`config.mk`:
```
export PLATFORM = sky130hd
export DESIGN_NAME = cross_channel_lrn_forward_core_flat
export DESIGN_NICKNAME = d
export VERILOG_FILES = /design/src/rtl/ccl_pkg.sv /design/src/rtl/ccl_cfg_if.sv /design/src/rtl/ccl_feed_if.sv /design/src/rtl/ccl_result_if.sv /design/src/rtl/ccl_mul_unit.sv /design/src/rtl/ccl_lzc.sv /design/src/rtl/cross_channel_lrn_forward_core.sv /design/src/flat_wrapper.sv
export SDC_FILE = /design/constraint.sdc
export NUM_CORES = 2
export LEC_CHECK = 0
export ABC_AREA = 0
export BUFFER_PORTS_ARGS = -buffer_cell sky130_fd_sc_hd__buf_2
export CORE_MARGIN = 3
export CORE_UTILIZATION = 60
export DETAILED_ROUTE_END_ITERATION = 10
export PLACE_DENSITY = 0.76
export SYNTH_ARGS = -nofsm -noshare
export SYNTH_HDL_FRONTEND = slang
export SYNTH_SLANG_ARGS = --single-unit
```
`constraint.sdc`:
```
create_clock -name clk -period 19.7 [get_ports clk]
set_clock_uncertainty 0.2 [all_clocks]
set_input_delay 1.97 -clock clk [delete_from_list [all_inputs] [get_ports clk]]
set_output_delay 1.97 -clock clk [all_outputs]
set_load 0.02 [all_outputs]
```
`src/rtl/ccl_pkg.sv`:
```
// shared constants, widths, register indexes and types for the
// cross-channel lrn forward core; no dependencies
`default_nettype none

package ccl_pkg;

    localparam int SAMPLE_BITS_DEF = 16;
    localparam int MAX_WINDOW_DEF  = 15;

    localparam int SUM_W      = 36;
    localparam int SCALE_W    = 16;
    localparam int EXP_W      = 10;
    localparam int WS_W       = 4;
    localparam int CFG_IDX_W  = 2;
    localparam int CFG_DATA_W = 16;

    localparam int D_W        = 53;
    localparam int D_ONE_POS  = 32;
    localparam int FRAC_W     = 16;
    localparam int LG_INT_W   = 5;
    localparam int LG_W       = LG_INT_W + FRAC_W;
    localparam int T_SHIFT    = 8;
    localparam int T_W        = 23;
    localparam int TI_W       = T_W - FRAC_W;
    localparam int Y_W        = 17;
    localparam int Y_ZERO_SHIFT = 17;
    localparam int Y_SHIFT_W  = 5;

    localparam int LZ_STEPS   = 5;
    localparam int LZ_CNT_W   = 5;
    localparam int LZ_STEP_W  = 3;

    localparam int WS_RESET    = 5;
    localparam int SCALE_RESET = 13;
    localparam int EXP_RESET   = 192;

    localparam logic [CFG_IDX_W-1:0] REG_WINDOW_SIZE = 2'd0;
    localparam logic [CFG_IDX_W-1:0] REG_SCALE       = 2'd1;
    localparam logic [CFG_IDX_W-1:0] REG_EXPONENT    = 2'd2;

    typedef enum logic [1:0] {
        MUL_SQUARE,
        MUL_SCALE,
        MUL_EXP,
        MUL_MAG
    } mul_op_t;

    typedef struct packed {
        logic           load;
        logic [D_W-1:0] d;
    } lz_ctl_t;

    typedef struct packed {
        logic            done;
        logic [LG_W-1:0] lg;
    } lz_stat_t;

endpackage

`default_nettype wire

```
`src/rtl/ccl_cfg_if.sv`:
```
// configuration write channel: register index and write data
// depends on ccl_pkg
`default_nettype none

interface ccl_cfg_if;
    logic                            valid;
    logic                            ready;
    logic [ccl_pkg::CFG_IDX_W-1:0]   index;
    logic [ccl_pkg::CFG_DATA_W-1:0]  data;

    modport source (output valid, output index, output data, input ready);
    modport sink (input valid, input index, input data, output ready);
endinterface

`default_nettype wire

```
`src/rtl/ccl_feed_if.sv`:
```
// input channel: one channel sample per beat with last-channel mark
// depends on ccl_pkg
`default_nettype none

interface ccl_feed_if #(
    parameter int SAMPLE_BITS = ccl_pkg::SAMPLE_BITS_DEF
);
    logic                          valid;
    logic                          ready;
    logic signed [SAMPLE_BITS-1:0] sample;
    logic                          last_channel;

    modport source (output valid, output sample, output last_channel, input ready);
    modport sink (input valid, input sample, input last_channel, output ready);
endinterface

`default_nettype wire

```
`src/rtl/ccl_result_if.sv`:
```
// output channel: one normalized sample per beat with last mark
// depends on ccl_pkg
`default_nettype none

interface ccl_result_if #(
    parameter int SAMPLE_BITS = ccl_pkg::SAMPLE_BITS_DEF
);
    logic                          valid;
    logic                          ready;
    logic signed [SAMPLE_BITS-1:0] normalized;
    logic                          last;

    modport source (output valid, output normalized, output last, input ready);
    modport sink (input valid, input normalized, input last, output ready);
endinterface

`default_nettype wire

```
`src/rtl/ccl_mul_unit.sv`:
```
// shared multiplier with operand selection for squares, scaling,
// exponent product and final magnitude scaling; depends on ccl_pkg
`default_nettype none

module ccl_mul_unit #(
    parameter int SAMPLE_BITS = ccl_pkg::SAMPLE_BITS_DEF,
    localparam int A_W = (SAMPLE_BITS > ccl_pkg::SUM_W) ? SAMPLE_BITS : ccl_pkg::SUM_W,
    localparam int B_W = (SAMPLE_BITS > ccl_pkg::Y_W) ? SAMPLE_BITS : ccl_pkg::Y_W,
    localparam int P_W = A_W + B_W
) (
    input  ccl_pkg::mul_op_t               op,
    input  logic signed [SAMPLE_BITS-1:0]  sample,
    input  logic [ccl_pkg::SUM_W-1:0]      sum,
    input  logic [ccl_pkg::SCALE_W-1:0]    scale,
    input  logic [ccl_pkg::EXP_W-1:0]      exponent,
    input  logic [ccl_pkg::LG_W-1:0]       lg,
    input  logic [ccl_pkg::Y_W-1:0]        y,
    output logic [P_W-1:0]                 product
);

    logic [SAMPLE_BITS-1:0] mag;
    logic [A_W-1:0]         op_a;
    logic [B_W-1:0]         op_b;

    assign mag = sample[SAMPLE_BITS-1] ? SAMPLE_BITS'(-sample) : SAMPLE_BITS'(sample);

    always_comb
    begin
        case (op)
            ccl_pkg::MUL_SQUARE:
            begin
                op_a = A_W'(mag);
                op_b = B_W'(mag);
            end
            ccl_pkg::MUL_SCALE:
            begin
                op_a = A_W'(sum);
                op_b = B_W'(scale);
            end
            ccl_pkg::MUL_EXP:
            begin
                op_a = A_W'(lg);
                op_b = B_W'(exponent);
            end
            ccl_pkg::MUL_MAG:
            begin
                op_a = A_W'(mag);
                op_b = B_W'(y);
            end
            default:
            begin
                op_a = '0;
                op_b = '0;
            end
        endcase
    end

    assign product = P_W'(op_a) * P_W'(op_b);

endmodule

`default_nettype wire

```
`src/rtl/ccl_lzc.sv`:
```
// iterative leading-one normalizer and linear log2 of the denominator,
// one shift step per cycle; depends on ccl_pkg
`default_nettype none

module ccl_lzc (
    input  logic              clk,
    input  logic              rst_n,
    input  ccl_pkg::lz_ctl_t  ctl,
    output ccl_pkg::lz_stat_t stat
);

    localparam int D_W = ccl_pkg::D_W;

    logic [D_W-1:0]                v_reg;
    logic [D_W-1:0]                v_next;
    logic [ccl_pkg::LZ_CNT_W-1:0]  lz_reg;
    logic [ccl_pkg::LZ_CNT_W-1:0]  lz_next;
    logic [ccl_pkg::LZ_STEP_W-1:0] step_reg;

    always_comb
    begin
        v_next  = v_reg;
        lz_next = lz_reg;
        case (step_reg)
            3'd0:
                if (v_reg[D_W-1 -: 16] == '0)
                begin
                    v_next  = v_reg << 16;
                    lz_next = lz_reg + 5'd16;
                end
            3'd1:
                if (v_reg[D_W-1 -: 8] == '0)
                begin
                    v_next  = v_reg << 8;
                    lz_next = lz_reg + 5'd8;
                end
            3'd2:
                if (v_reg[D_W-1 -: 4] == '0)
                begin
                    v_next  = v_reg << 4;
                    lz_next = lz_reg + 5'd4;
                end
            3'd3:
                if (v_reg[D_W-1 -: 2] == '0)
                begin
                    v_next  = v_reg << 2;
                    lz_next = lz_reg + 5'd2;
                end
            3'd4:
                if (!v_reg[D_W-1])
                begin
                    v_next  = v_reg << 1;
                    lz_next = lz_reg + 5'd1;
                end
            default:
            begin
                v_next  = v_reg;
                lz_next = lz_reg;
            end
        endcase
    end

    always_ff @(posedge clk or negedge rst_n)
    begin
        if (!rst_n)
        begin
            v_reg    <= '0;
            lz_reg   <= '0;
            step_reg <= ccl_pkg::LZ_STEP_W'(ccl_pkg::LZ_STEPS);
        end
        else if (ctl.load)
        begin
            v_reg    <= ctl.d;
            lz_reg   <= '0;
            step_reg <= '0;
        end
        else if (step_reg != ccl_pkg::LZ_STEP_W'(ccl_pkg::LZ_STEPS))
        begin
            v_reg    <= v_next;
            lz_reg   <= lz_next;
            step_reg <= step_reg + 3'd1;
        end
    end

    // leading one sits at bit D_W-1-lz; integer part of log2 is that minus 32
    assign stat.done = (step_reg == ccl_pkg::LZ_STEP_W'(ccl_pkg::LZ_STEPS));
    assign stat.lg   = {ccl_pkg::LG_INT_W'(D_W - 1 - ccl_pkg::D_ONE_POS) - lz_reg,
                        v_reg[D_W-2 -: ccl_pkg::FRAC_W]};

endmodule

`default_nettype wire

```
`src/rtl/cross_channel_lrn_forward_core.sv`:
```
// top level: cross-channel local response normalization, forward pass
// depends on ccl_pkg, ccl_cfg_if, ccl_feed_if, ccl_result_if, ccl_mul_unit, ccl_lzc
//
//   channel  dir  beat contents
//   cfg      in   index, data (window_size, scale_per_window, exponent)
//   feed     in   sample, last_channel
//   result   out  normalized, last
//
// one sequencer drives a shared multiplier and an iterative normalizer.
// a sample with a result goes through sub (once the window is full), add,
// decide, scale, the normalizer steps, exp, y and mag; a sample without one
// ends after decide; a flushed result first sums its window channel by channel.
// feed.ready is high only while the sequencer is idle; a finished beat sits
// in the result register, so a stalled sink holds the sequencer only when a
// further result is ready. reset restores the register defaults and an empty
// pixel; cfg is taken only while the sequencer is idle, ahead of a feed beat.
`default_nettype none

module cross_channel_lrn_forward_core #(
    parameter int MAX_WINDOW  = ccl_pkg::MAX_WINDOW_DEF,
    parameter int SAMPLE_BITS = ccl_pkg::SAMPLE_BITS_DEF
) (
    input  logic          clk,
    input  logic          rst_n,
    ccl_cfg_if.sink       cfg,
    ccl_feed_if.sink      feed,
    ccl_result_if.source  result
);

    localparam int CW   = $clog2(MAX_WINDOW + 1);
    localparam int IW   = (MAX_WINDOW > 1) ? $clog2(MAX_WINDOW) : 1;
    localparam int CAP  = (MAX_WINDOW - 1) | 1;
    localparam int WC_W = (CW > ccl_pkg::WS_W) ? CW : ccl_pkg::WS_W;
    localparam int A_W  = (SAMPLE_BITS > ccl_pkg::SUM_W) ? SAMPLE_BITS : ccl_pkg::SUM_W;
    localparam int B_W  = (SAMPLE_BITS > ccl_pkg::Y_W) ? SAMPLE_BITS : ccl_pkg::Y_W;
    localparam int P_W  = A_W + B_W;
    localparam int SUM_W = ccl_pkg::SUM_W;
    localparam int FRAC_W = ccl_pkg::FRAC_W;

    typedef enum logic [3:0] {
        ST_IDLE,
        ST_SUB,
        ST_ADD,
        ST_DECIDE,
        ST_FL_INIT,
        ST_FL_START,
        ST_ACC,
        ST_SCALE,
        ST_LZ,
        ST_EXP,
        ST_Y,
        ST_MAG
    } state_t;

    state_t                          state_reg;
    logic [ccl_pkg::WS_W-1:0]        ws_reg;
    logic [ccl_pkg::SCALE_W-1:0]     scale_reg;
    logic [ccl_pkg::EXP_W-1:0]       exp_reg;
    logic [CW-1:0]                   seen_reg;
    logic [SUM_W-1:0]                sum_reg;
    logic [SUM_W-1:0]                acc_reg;
    logic [CW-1:0]                   norm_idx_reg;
    logic [CW-1:0]                   k_reg;
    logic [CW-1:0]                   j_reg;
    logic [CW-1:0]                   top_reg;
    logic                            flush_reg;
    logic                            emit_last_reg;
    logic                            last_reg;
    logic                            out_valid_reg;
    logic                            out_last_reg;
    logic signed [SAMPLE_BITS-1:0]   out_sample_reg;
    logic signed [SAMPLE_BITS-1:0]   x_reg;
    logic [ccl_pkg::T_W-1:0]         t_reg;
    logic [ccl_pkg::Y_W-1:0]         y_reg;
    logic signed [SAMPLE_BITS-1:0]   win_reg [MAX_WINDOW];

    logic [ccl_pkg::WS_W-1:0]        ws_odd;
    logic [WC_W-1:0]                 ws_wide;
    logic [CW-1:0]                   w_eff;
    logic [CW-1:0]                   h;
    logic [CW-1:0]                   seen_inc;
    logic [CW-1:0]                   pend;
    logic [CW-1:0]                   c_idx;
    logic [CW-1:0]                   top_cand;
    logic [CW-1:0]                   n_m1;
    logic [CW-1:0]                   top_sel;
    logic [CW-1:0]                   rd_idx;
    logic signed [SAMPLE_BITS-1:0]   win_rd;
    logic signed [SAMPLE_BITS-1:0]   mul_sample;
    ccl_pkg::mul_op_t                mul_op;
    logic [P_W-1:0]                  product;
    logic [SUM_W-1:0]                square;
    logic [ccl_pkg::D_W-1:0]         d_val;
    logic [ccl_pkg::Y_W-1:0]         y_base;
    logic [ccl_pkg::Y_W-1:0]         y_val;
    logic [SAMPLE_BITS-1:0]          mag_r;
    logic signed [SAMPLE_BITS-1:0]   signed_r;
    logic                            slot_free;
    ccl_pkg::lz_ctl_t                lz_ctl;
    ccl_pkg::lz_stat_t               lz_stat;

    assign ws_odd  = {ws_reg[ccl_pkg::WS_W-1:1], 1'b1};
    assign ws_wide = WC_W'(ws_odd);
    assign w_eff   = (ws_wide > WC_W'(CAP)) ? CW'(CAP) : CW'(ws_wide);
    assign h       = w_eff >> 1;

    assign seen_inc = (seen_reg < CW'(MAX_WINDOW)) ? seen_reg + CW'(1) : seen_reg;
    assign pend     = (seen_reg < h) ? seen_reg : h;
    assign c_idx    = k_reg - CW'(1);
    assign top_cand = c_idx + h;
    assign n_m1     = seen_reg - CW'(1);
    assign top_sel  = (top_cand > n_m1) ? n_m1 : top_cand;

    always_comb
    begin
        case (state_reg)
            ST_SUB:  rd_idx = w_eff - CW'(1);
            ST_ACC:  rd_idx = j_reg;
            default: rd_idx = norm_idx_reg;
        endcase
    end

    assign win_rd     = win_reg[rd_idx[IW-1:0]];
    assign mul_sample = (state_reg == ST_ADD) ? x_reg : win_rd;

    always_comb
    begin
        case (state_reg)
            ST_SCALE: mul_op = ccl_pkg::MUL_SCALE;
            ST_EXP:   mul_op = ccl_pkg::MUL_EXP;
            ST_MAG:   mul_op = ccl_pkg::MUL_MAG;
            default:  mul_op = ccl_pkg::MUL_SQUARE;
        endcase
    end

    ccl_mul_unit #(
        .SAMPLE_BITS (SAMPLE_BITS)
    ) u_mul (
        .op       (mul_op),
        .sample   (mul_sample),
        .sum      (acc_reg),
        .scale    (scale_reg),
        .exponent (exp_reg),
        .lg       (lz_stat.lg),
        .y        (y_reg),
        .product  (product)
    );

    assign square = product[SUM_W-1:0];
    assign d_val  = {1'b0, product[ccl_pkg::D_W-2:0]}
                    + (ccl_pkg::D_W'(1) << ccl_pkg::D_ONE_POS);

    assign lz_ctl.load = (state_reg == ST_SCALE);
    assign lz_ctl.d    = d_val;

    ccl_lzc u_lzc (
        .clk   (clk),
        .rst_n (rst_n),
        .ctl   (lz_ctl),
        .stat  (lz_stat)
    );

    // exp2 of minus t: linear mantissa, then shift by the integer part
    assign y_base = {1'b1, {FRAC_W{1'b0}}} - {2'b00, t_reg[FRAC_W-1:1]};
    assign y_val  = (t_reg[ccl_pkg::T_W-1:FRAC_W] >= ccl_pkg::TI_W'(ccl_pkg::Y_ZERO_SHIFT))
                    ? '0 : (y_base >> t_reg[FRAC_W +: ccl_pkg::Y_SHIFT_W]);

    assign mag_r    = product[FRAC_W +: SAMPLE_BITS];
    assign signed_r = win_rd[SAMPLE_BITS-1] ? SAMPLE_BITS'(-mag_r) : SAMPLE_BITS'(mag_r);

    assign slot_free = !out_valid_reg || result.ready;

    assign feed.ready        = (state_reg == ST_IDLE) && !cfg.valid;
    assign cfg.ready         = (state_reg == ST_IDLE);
    assign result.valid      = out_valid_reg;
    assign result.normalized = out_sample_reg;
    assign result.last       = out_last_reg;

    always_ff @(posedge clk or negedge rst_n)
    begin
        if (!rst_n)
        begin
            state_reg     <= ST_IDLE;
            ws_reg        <= ccl_pkg::WS_W'(ccl_pkg::WS_RESET);
            scale_reg     <= ccl_pkg::SCALE_W'(ccl_pkg::SCALE_RESET);
            exp_reg       <= ccl_pkg::EXP_W'(ccl_pkg::EXP_RESET);
            seen_reg      <= '0;
            sum_reg       <= '0;
            acc_reg       <= '0;
            norm_idx_reg  <= '0;
            k_reg         <= '0;
            j_reg         <= '0;
            top_reg       <= '0;
            flush_reg     <= 1'b0;
            emit_last_reg <= 1'b0;
            last_reg      <= 1'b0;
            out_valid_reg <= 1'b0;
            out_last_reg  <= 1'b0;
        end
        else
        begin
            if (result.ready && !(state_reg == ST_MAG && slot_free))
            begin
                out_valid_reg <= 1'b0;
            end
            case (state_reg)
                ST_IDLE:
                    if (feed.valid && feed.ready)
                    begin
                        last_reg  <= feed.last_channel;
                        state_reg <= (seen_reg >= w_eff) ? ST_SUB : ST_ADD;
                    end
                ST_SUB:
                begin
                    sum_reg   <= sum_reg - square;
                    state_reg <= ST_ADD;
                end
                ST_ADD:
                begin
                    sum_reg   <= sum_reg + square;
                    seen_reg  <= seen_inc;
                    state_reg <= ST_DECIDE;
                end
                ST_DECIDE:
                    if (seen_reg > h)
                    begin
                        acc_reg       <= sum_reg;
                        norm_idx_reg  <= h;
                        flush_reg     <= 1'b0;
                        emit_last_reg <= last_reg && (h == '0);
                        state_reg     <= ST_SCALE;
                    end
                    else if (last_reg)
                    begin
                        state_reg <= ST_FL_INIT;
                    end
                    else
                    begin
                        state_reg <= ST_IDLE;
                    end
                ST_FL_INIT:
                begin
                    k_reg     <= pend;
                    state_reg <= ST_FL_START;
                end
                ST_FL_START:
                    if (k_reg == '0)
                    begin
                        seen_reg  <= '0;
                        sum_reg   <= '0;
                        state_reg <= ST_IDLE;
                    end
                    else
                    begin
                        j_reg         <= '0;
                        acc_reg       <= '0;
                        top_reg       <= top_sel;
                        norm_idx_reg  <= c_idx;
                        emit_last_reg <= (k_reg == CW'(1));
                        flush_reg     <= 1'b1;
                        state_reg     <= ST_ACC;
                    end
                ST_ACC:
                begin
                    acc_reg <= acc_reg + square;
                    if (j_reg == top_reg)
                    begin
                        state_reg <= ST_SCALE;
                    end
                    else
                    begin
                        j_reg <= j_reg + CW'(1);
                    end
                end
                ST_SCALE:
                    state_reg <= ST_LZ;
                ST_LZ:
                    if (lz_stat.done)
                    begin
                        state_reg <= ST_EXP;
                    end
                ST_EXP:
                    state_reg <= ST_Y;
                ST_Y:
                    state_reg <= ST_MAG;
                ST_MAG:
                    if (slot_free)
                    begin
                        out_valid_reg <= 1'b1;
                        out_last_reg  <= emit_last_reg;
                        if (flush_reg)
                        begin
                            k_reg     <= k_reg - CW'(1);
                            state_reg <= ST_FL_START;
                        end
                        else if (last_reg)
                        begin
                            state_reg <= ST_FL_INIT;
                        end
                        else
                        begin
                            state_reg <= ST_IDLE;
                        end
                    end
                default:
                    state_reg <= ST_IDLE;
            endcase
            if (cfg.valid && cfg.ready)
            begin
                case (cfg.index)
                    ccl_pkg::REG_WINDOW_SIZE:
                    begin
                        ws_reg   <= cfg.data[ccl_pkg::WS_W-1:0];
                        seen_reg <= '0;
                        sum_reg  <= '0;
                    end
                    ccl_pkg::REG_SCALE:
                        scale_reg <= cfg.data[ccl_pkg::SCALE_W-1:0];
                    ccl_pkg::REG_EXPONENT:
                        exp_reg <= cfg.data[ccl_pkg::EXP_W-1:0];
                    default:
                        ;
                endcase
            end
        end
    end

    // datapath registers, no reset
    always_ff @(posedge clk)
    begin
        if (feed.valid && feed.ready)
        begin
            x_reg <= feed.sample;
        end
        if (state_reg == ST_ADD)
        begin
            win_reg[0] <= x_reg;
            for (int i = 1; i < MAX_WINDOW; i++)
            begin
                win_reg[i] <= win_reg[i-1];
            end
        end
        if (state_reg == ST_EXP)
        begin
            t_reg <= product[ccl_pkg::T_SHIFT +: ccl_pkg::T_W];
        end
        if (state_reg == ST_Y)
        begin
            y_reg <= y_val;
        end
        if (state_reg == ST_MAG && slot_free)
        begin
            out_sample_reg <= signed_r;
        end
    end

endmodule

`default_nettype wire
```
`src/flat_wrapper.sv`:
```
// flat-port wrapper written by rule: the top's interface ports become plain ports
module cross_channel_lrn_forward_core_flat 
#(
    parameter int MAX_WINDOW  = ccl_pkg::MAX_WINDOW_DEF,
    parameter int SAMPLE_BITS = ccl_pkg::SAMPLE_BITS_DEF
)
  (clk, rst_n, cfg_valid, cfg_index, cfg_data, cfg_ready, feed_valid, feed_sample, feed_last_channel, feed_ready, result_valid, result_normalized, result_last, result_ready);
  ccl_cfg_if cfg_i ();
  ccl_feed_if #(.SAMPLE_BITS(SAMPLE_BITS)) feed_i ();
  ccl_result_if #(.SAMPLE_BITS(SAMPLE_BITS)) result_i ();
  input  logic clk;
  input  logic rst_n;
  input wire logic [$bits(cfg_i.valid)-1:0] cfg_valid;
  input wire logic [$bits(cfg_i.index)-1:0] cfg_index;
  input wire logic [$bits(cfg_i.data)-1:0] cfg_data;
  output wire logic [$bits(cfg_i.ready)-1:0] cfg_ready;
  input wire logic [$bits(feed_i.valid)-1:0] feed_valid;
  input wire logic [$bits(feed_i.sample)-1:0] feed_sample;
  input wire logic [$bits(feed_i.last_channel)-1:0] feed_last_channel;
  output wire logic [$bits(feed_i.ready)-1:0] feed_ready;
  output wire logic [$bits(result_i.valid)-1:0] result_valid;
  output wire logic [$bits(result_i.normalized)-1:0] result_normalized;
  output wire logic [$bits(result_i.last)-1:0] result_last;
  input wire logic [$bits(result_i.ready)-1:0] result_ready;
  assign cfg_i.valid = cfg_valid;
  assign cfg_i.index = cfg_index;
  assign cfg_i.data = cfg_data;
  assign cfg_ready = cfg_i.ready;
  assign feed_i.valid = feed_valid;
  assign feed_i.sample = feed_sample;
  assign feed_i.last_channel = feed_last_channel;
  assign feed_ready = feed_i.ready;
  assign result_valid = result_i.valid;
  assign result_normalized = result_i.normalized;
  assign result_last = result_i.last;
  assign result_i.ready = result_ready;
  cross_channel_lrn_forward_core #(.MAX_WINDOW(MAX_WINDOW), .SAMPLE_BITS(SAMPLE_BITS)) u_core (.clk(clk), .rst_n(rst_n), .cfg(cfg_i), .feed(feed_i), .result(result_i));
endmodule
```
==> key figures <==
Status
  – Status: complete, but fails checks
  – Violated checks: DRC

Placed design
  – PortBufs: 59
  – GP Congestion: 1.02
  – DP HPWL: 111000 um
  – Placed cell areas: 49700 sq um

Global routing
  – First-pass GRT wire length: 234000 um
  – GRT overflow: 0
  – Vias in the first global route: 40000
  – Largest net degree at the start of global routing: 104
  – Initial antenna violation count: 0
  – GR Util All Layers: 35.5%

Setup path
  – Cell family contributing the most delay on the critical path: compound AO/OA/AOI/OAI gates
  – FF-to-FF setup slack: 2840 ps
  – Crit end category: flip-flop
  – Critical Path RT: 20040 ps
  – Worst setup path category: flip-flop to flip-flop
  – Worst reg2reg path endpoint: u_core.sum_reg[35]$_DFF_PN0_
  – Worst stage delay on the critical path: 1070 ps
  – Most frequent CP cell: fa_1
  – Reg2Reg Launch Point: u_core.state_reg[0]$_DFFE_PN0P_
  – Cell count of the worst reg-to-reg path: 48
  – CP arrival: 17210 ps
  – Worst-path fanout max: 86
  – Nature of the critical path startpoint: flip-flop
  – Worst path depth: 48
  – Buffers & Inverters on Critical Path: 7
  – Worst path slowest cell: a311oi_1

Yosys
  – Top cell type's share of synthesized area: 21.1%
  – Synth Instances: 5232
  – Mapped Nets: 6015
  – Sequential fraction of the synthesis area: 29.1%
  – EDFF count, synth: 311
  – Yosys cell types: 100
  – Ys Warns: 0
  – FF+latch count, synth: 502
  – Syn Area/Cell: 9.26 sq um
  – Largest cells by area after synthesis: fa_1, edfxtp_1, dfrtp_1
  – Post-synthesis cell area: 48500 sq um
  – Ys async rst share: 38.0%
  – Top FF cell, synth: edfxtp_1
  – Synth area leader: fa_1

STA
  – Worst hold slack: 222 ps
  – Fin crit period: 16860 ps
  – Slew HR: 9.24%
  – Period utilisation layout: 85.6%
  – Fmax: 59.3 MHz
  – Slew @ Worst Pin: 1350 ps
  – Final-report hold violation count: 0
  – Unrepaired setup endpoints after global routing: no
  – Fin Setup TNS: 0 ps
  – # setup viols final: 0
  – Slew Viols, Final: 0

Clock network
  – H-tree levels: 2
  – Clock-pin slew on the worst setup and hold paths: 60 ps
  – CTS Buffer Depth: 3
  – Root Driver: clkbuf_16
  – Hold-fix buffers at CTS: 0
  – PostCTS Resize Cnt: 0
  – Num CTS Buffers: 51
  – Post-CTS Setup Inserts: 0
  – CTS Sinks: 502
  – Worst-Skew Late Latency: 630 ps
  – TritonCTS clock tree: yes

Drt
  – Routed Wire Length: 149000 um
  – Via/cell ratio: 6.50
  – Post-route ant nets: 0
  – Vias: 40600
  – Initial DRC Count: 5172
  – WL/cell: 23.9 um
  – DR pass1 iterations: 11
  – DRC errors left: 7

Min path
  – Hold endpoint: u_core.win_reg[12][0]$_DFFE_PP_
  – Min-Delay Startpoint: u_core.win_reg[11][0]$_DFFE_PP_
  – Worst hold path type: flip-flop to flip-flop
  – Worst Hold Depth: 0

Die
  – Core Box Area: 79500 sq um
  – Die area: 84200 sq um
  – IO Pins: 60
  – Die X: 290 um
  – Initial Util: 61.0%
  – Num rows: 103
  – Die height: 290 um

Flow run
  – Max_cap viols: 0

Finish
  – NumNets Final: 5931
  – Max reg flops: 240
  – FILL cells: 6435
  – Area grow syn2layout: 6.04%
  – Antenna Cells: 0
  – Final Instance Area: 51400 sq um
  – Ratio of cells with drive above 1 in the final layout: 6.78%
[layout make-up]
type | count | area, sq um | share of cell area (%)
clock buffers | 69 | 1370 | 2.67
multi-input cells | 3823 | 31000 | 60.3
well taps | 1050 | 1310 | 2.56
repair buffers | 145 | 950 | 1.85
clock inverters | 27 | 285 | 0.555
flip-flops and latches | 502 | 14100 | 27.5
inverters | 625 | 2350 | 4.58
[metal layers]
layer,wire (um),up-vias,global-route usage [%]
met3,18500,458,9.58
met1,59200,20000,49.9
met5,0,-,0
met2,64800,2512,52.6
li1,-,17600,-
met4,6870,0,13.9
[synthesized netlist by cell type (61+ instances only)]
library cell	n
a211oi_1	66
a21o_1	71
a21oi_1	219
a22oi_1	77
a31oi_1	75
and2_1	91
and3_1	70
buf_2	61
clkbuf_1	195
dfrtp_1	183
edfxtp_1	311
fa_1	511
ha_1	232
inv_1	624
nand2_1	827
nand3_1	75
nor2_1	402
o21ai_0	204
xnor2_1	129
xor2_1	68
[through the flow]
stage | worst slack [ps] | cells | utilization (%)
after detailed placement | 3410 | 6145 | 62.5
final | 2840 | 6241 | 64.6
after floorplan | 7630 | 5232 | -
after CTS | 3340 | 6241 | 64.6
after global routing | 1950 | 6241 | 64.6
after global placement | 3670 | 6145 | 62.5
[layout by cell type, fill, tap and decap left out, drive strengths merged, types with 45 or more instances in the layout]
master / n
a211oi: 67
a21o: 71
a21oi: 223
a222oi: 56
a22oi: 77
a311oi: 45
a31oi: 75
and2: 91
and3: 70
buf: 144
clkbuf: 70
dfrtp: 183
edfxtp: 311
fa: 511
ha: 232
inv: 626
nand2: 828
nand2b: 48
nand3: 76
nor2: 403
nor3: 56
o21ai: 213
xnor2: 130
xor2: 68
[worst register-to-register path: cells and delay by family, from the launching register on]
kind / cells / cell delay, ps
DFF: 1 / 780
muxes: 2 / 1120
AOI/OAI and AO/OA: 16 / 5060
buffers and inverters: 7 / 1260
xor gates and xnor gates: 2 / 320
adders and majority gates: 9 / 4140
and+or+nand+nor: 12 / 3890
[worst max path at each step]
stage	startpoint	endpoint	slack, ps
finish	u_core.state_reg[0]$_DFFE_PN0P_	u_core.sum_reg[35]$_DFF_PN0_	2840
global route	u_core.state_reg[0]$_DFFE_PN0P_	u_core.sum_reg[35]$_DFF_PN0_	1950
CTS	u_core.state_reg[0]$_DFFE_PN0P_	u_core.sum_reg[35]$_DFF_PN0_	3340
detailed placement	u_core.state_reg[0]$_DFFE_PN0P_	u_core.sum_reg[35]$_DFF_PN0_	3410
global placement	u_core.state_reg[0]$_DFFE_PN0P_	u_core.sum_reg[35]$_DFF_PN0_	3670
floorplan	u_core.state_reg[0]$_DFFE_PN0P_	u_core.sum_reg[35]$_DFF_PN0_	7630
[logic make-up (layout without fill, tap and decap cells)]
family	count (synthesis)	after routing	synth area share, %
XOR/XNOR	198	198	3.59
multiplexers	75	75	1.71
adder cells (fa/ha/maj)	744	744	27.1
buffers and inverters	907	866	7.27
AO/OA/AOI/OAI	1078	1078	15.2
flip-flops	502	502	29.1
AND/OR/NAND/NOR	1728	1728	15.9
Power is not shown: default switching activity piles up to over one toggle a cycle in this logic, so the estimate is an artifact.
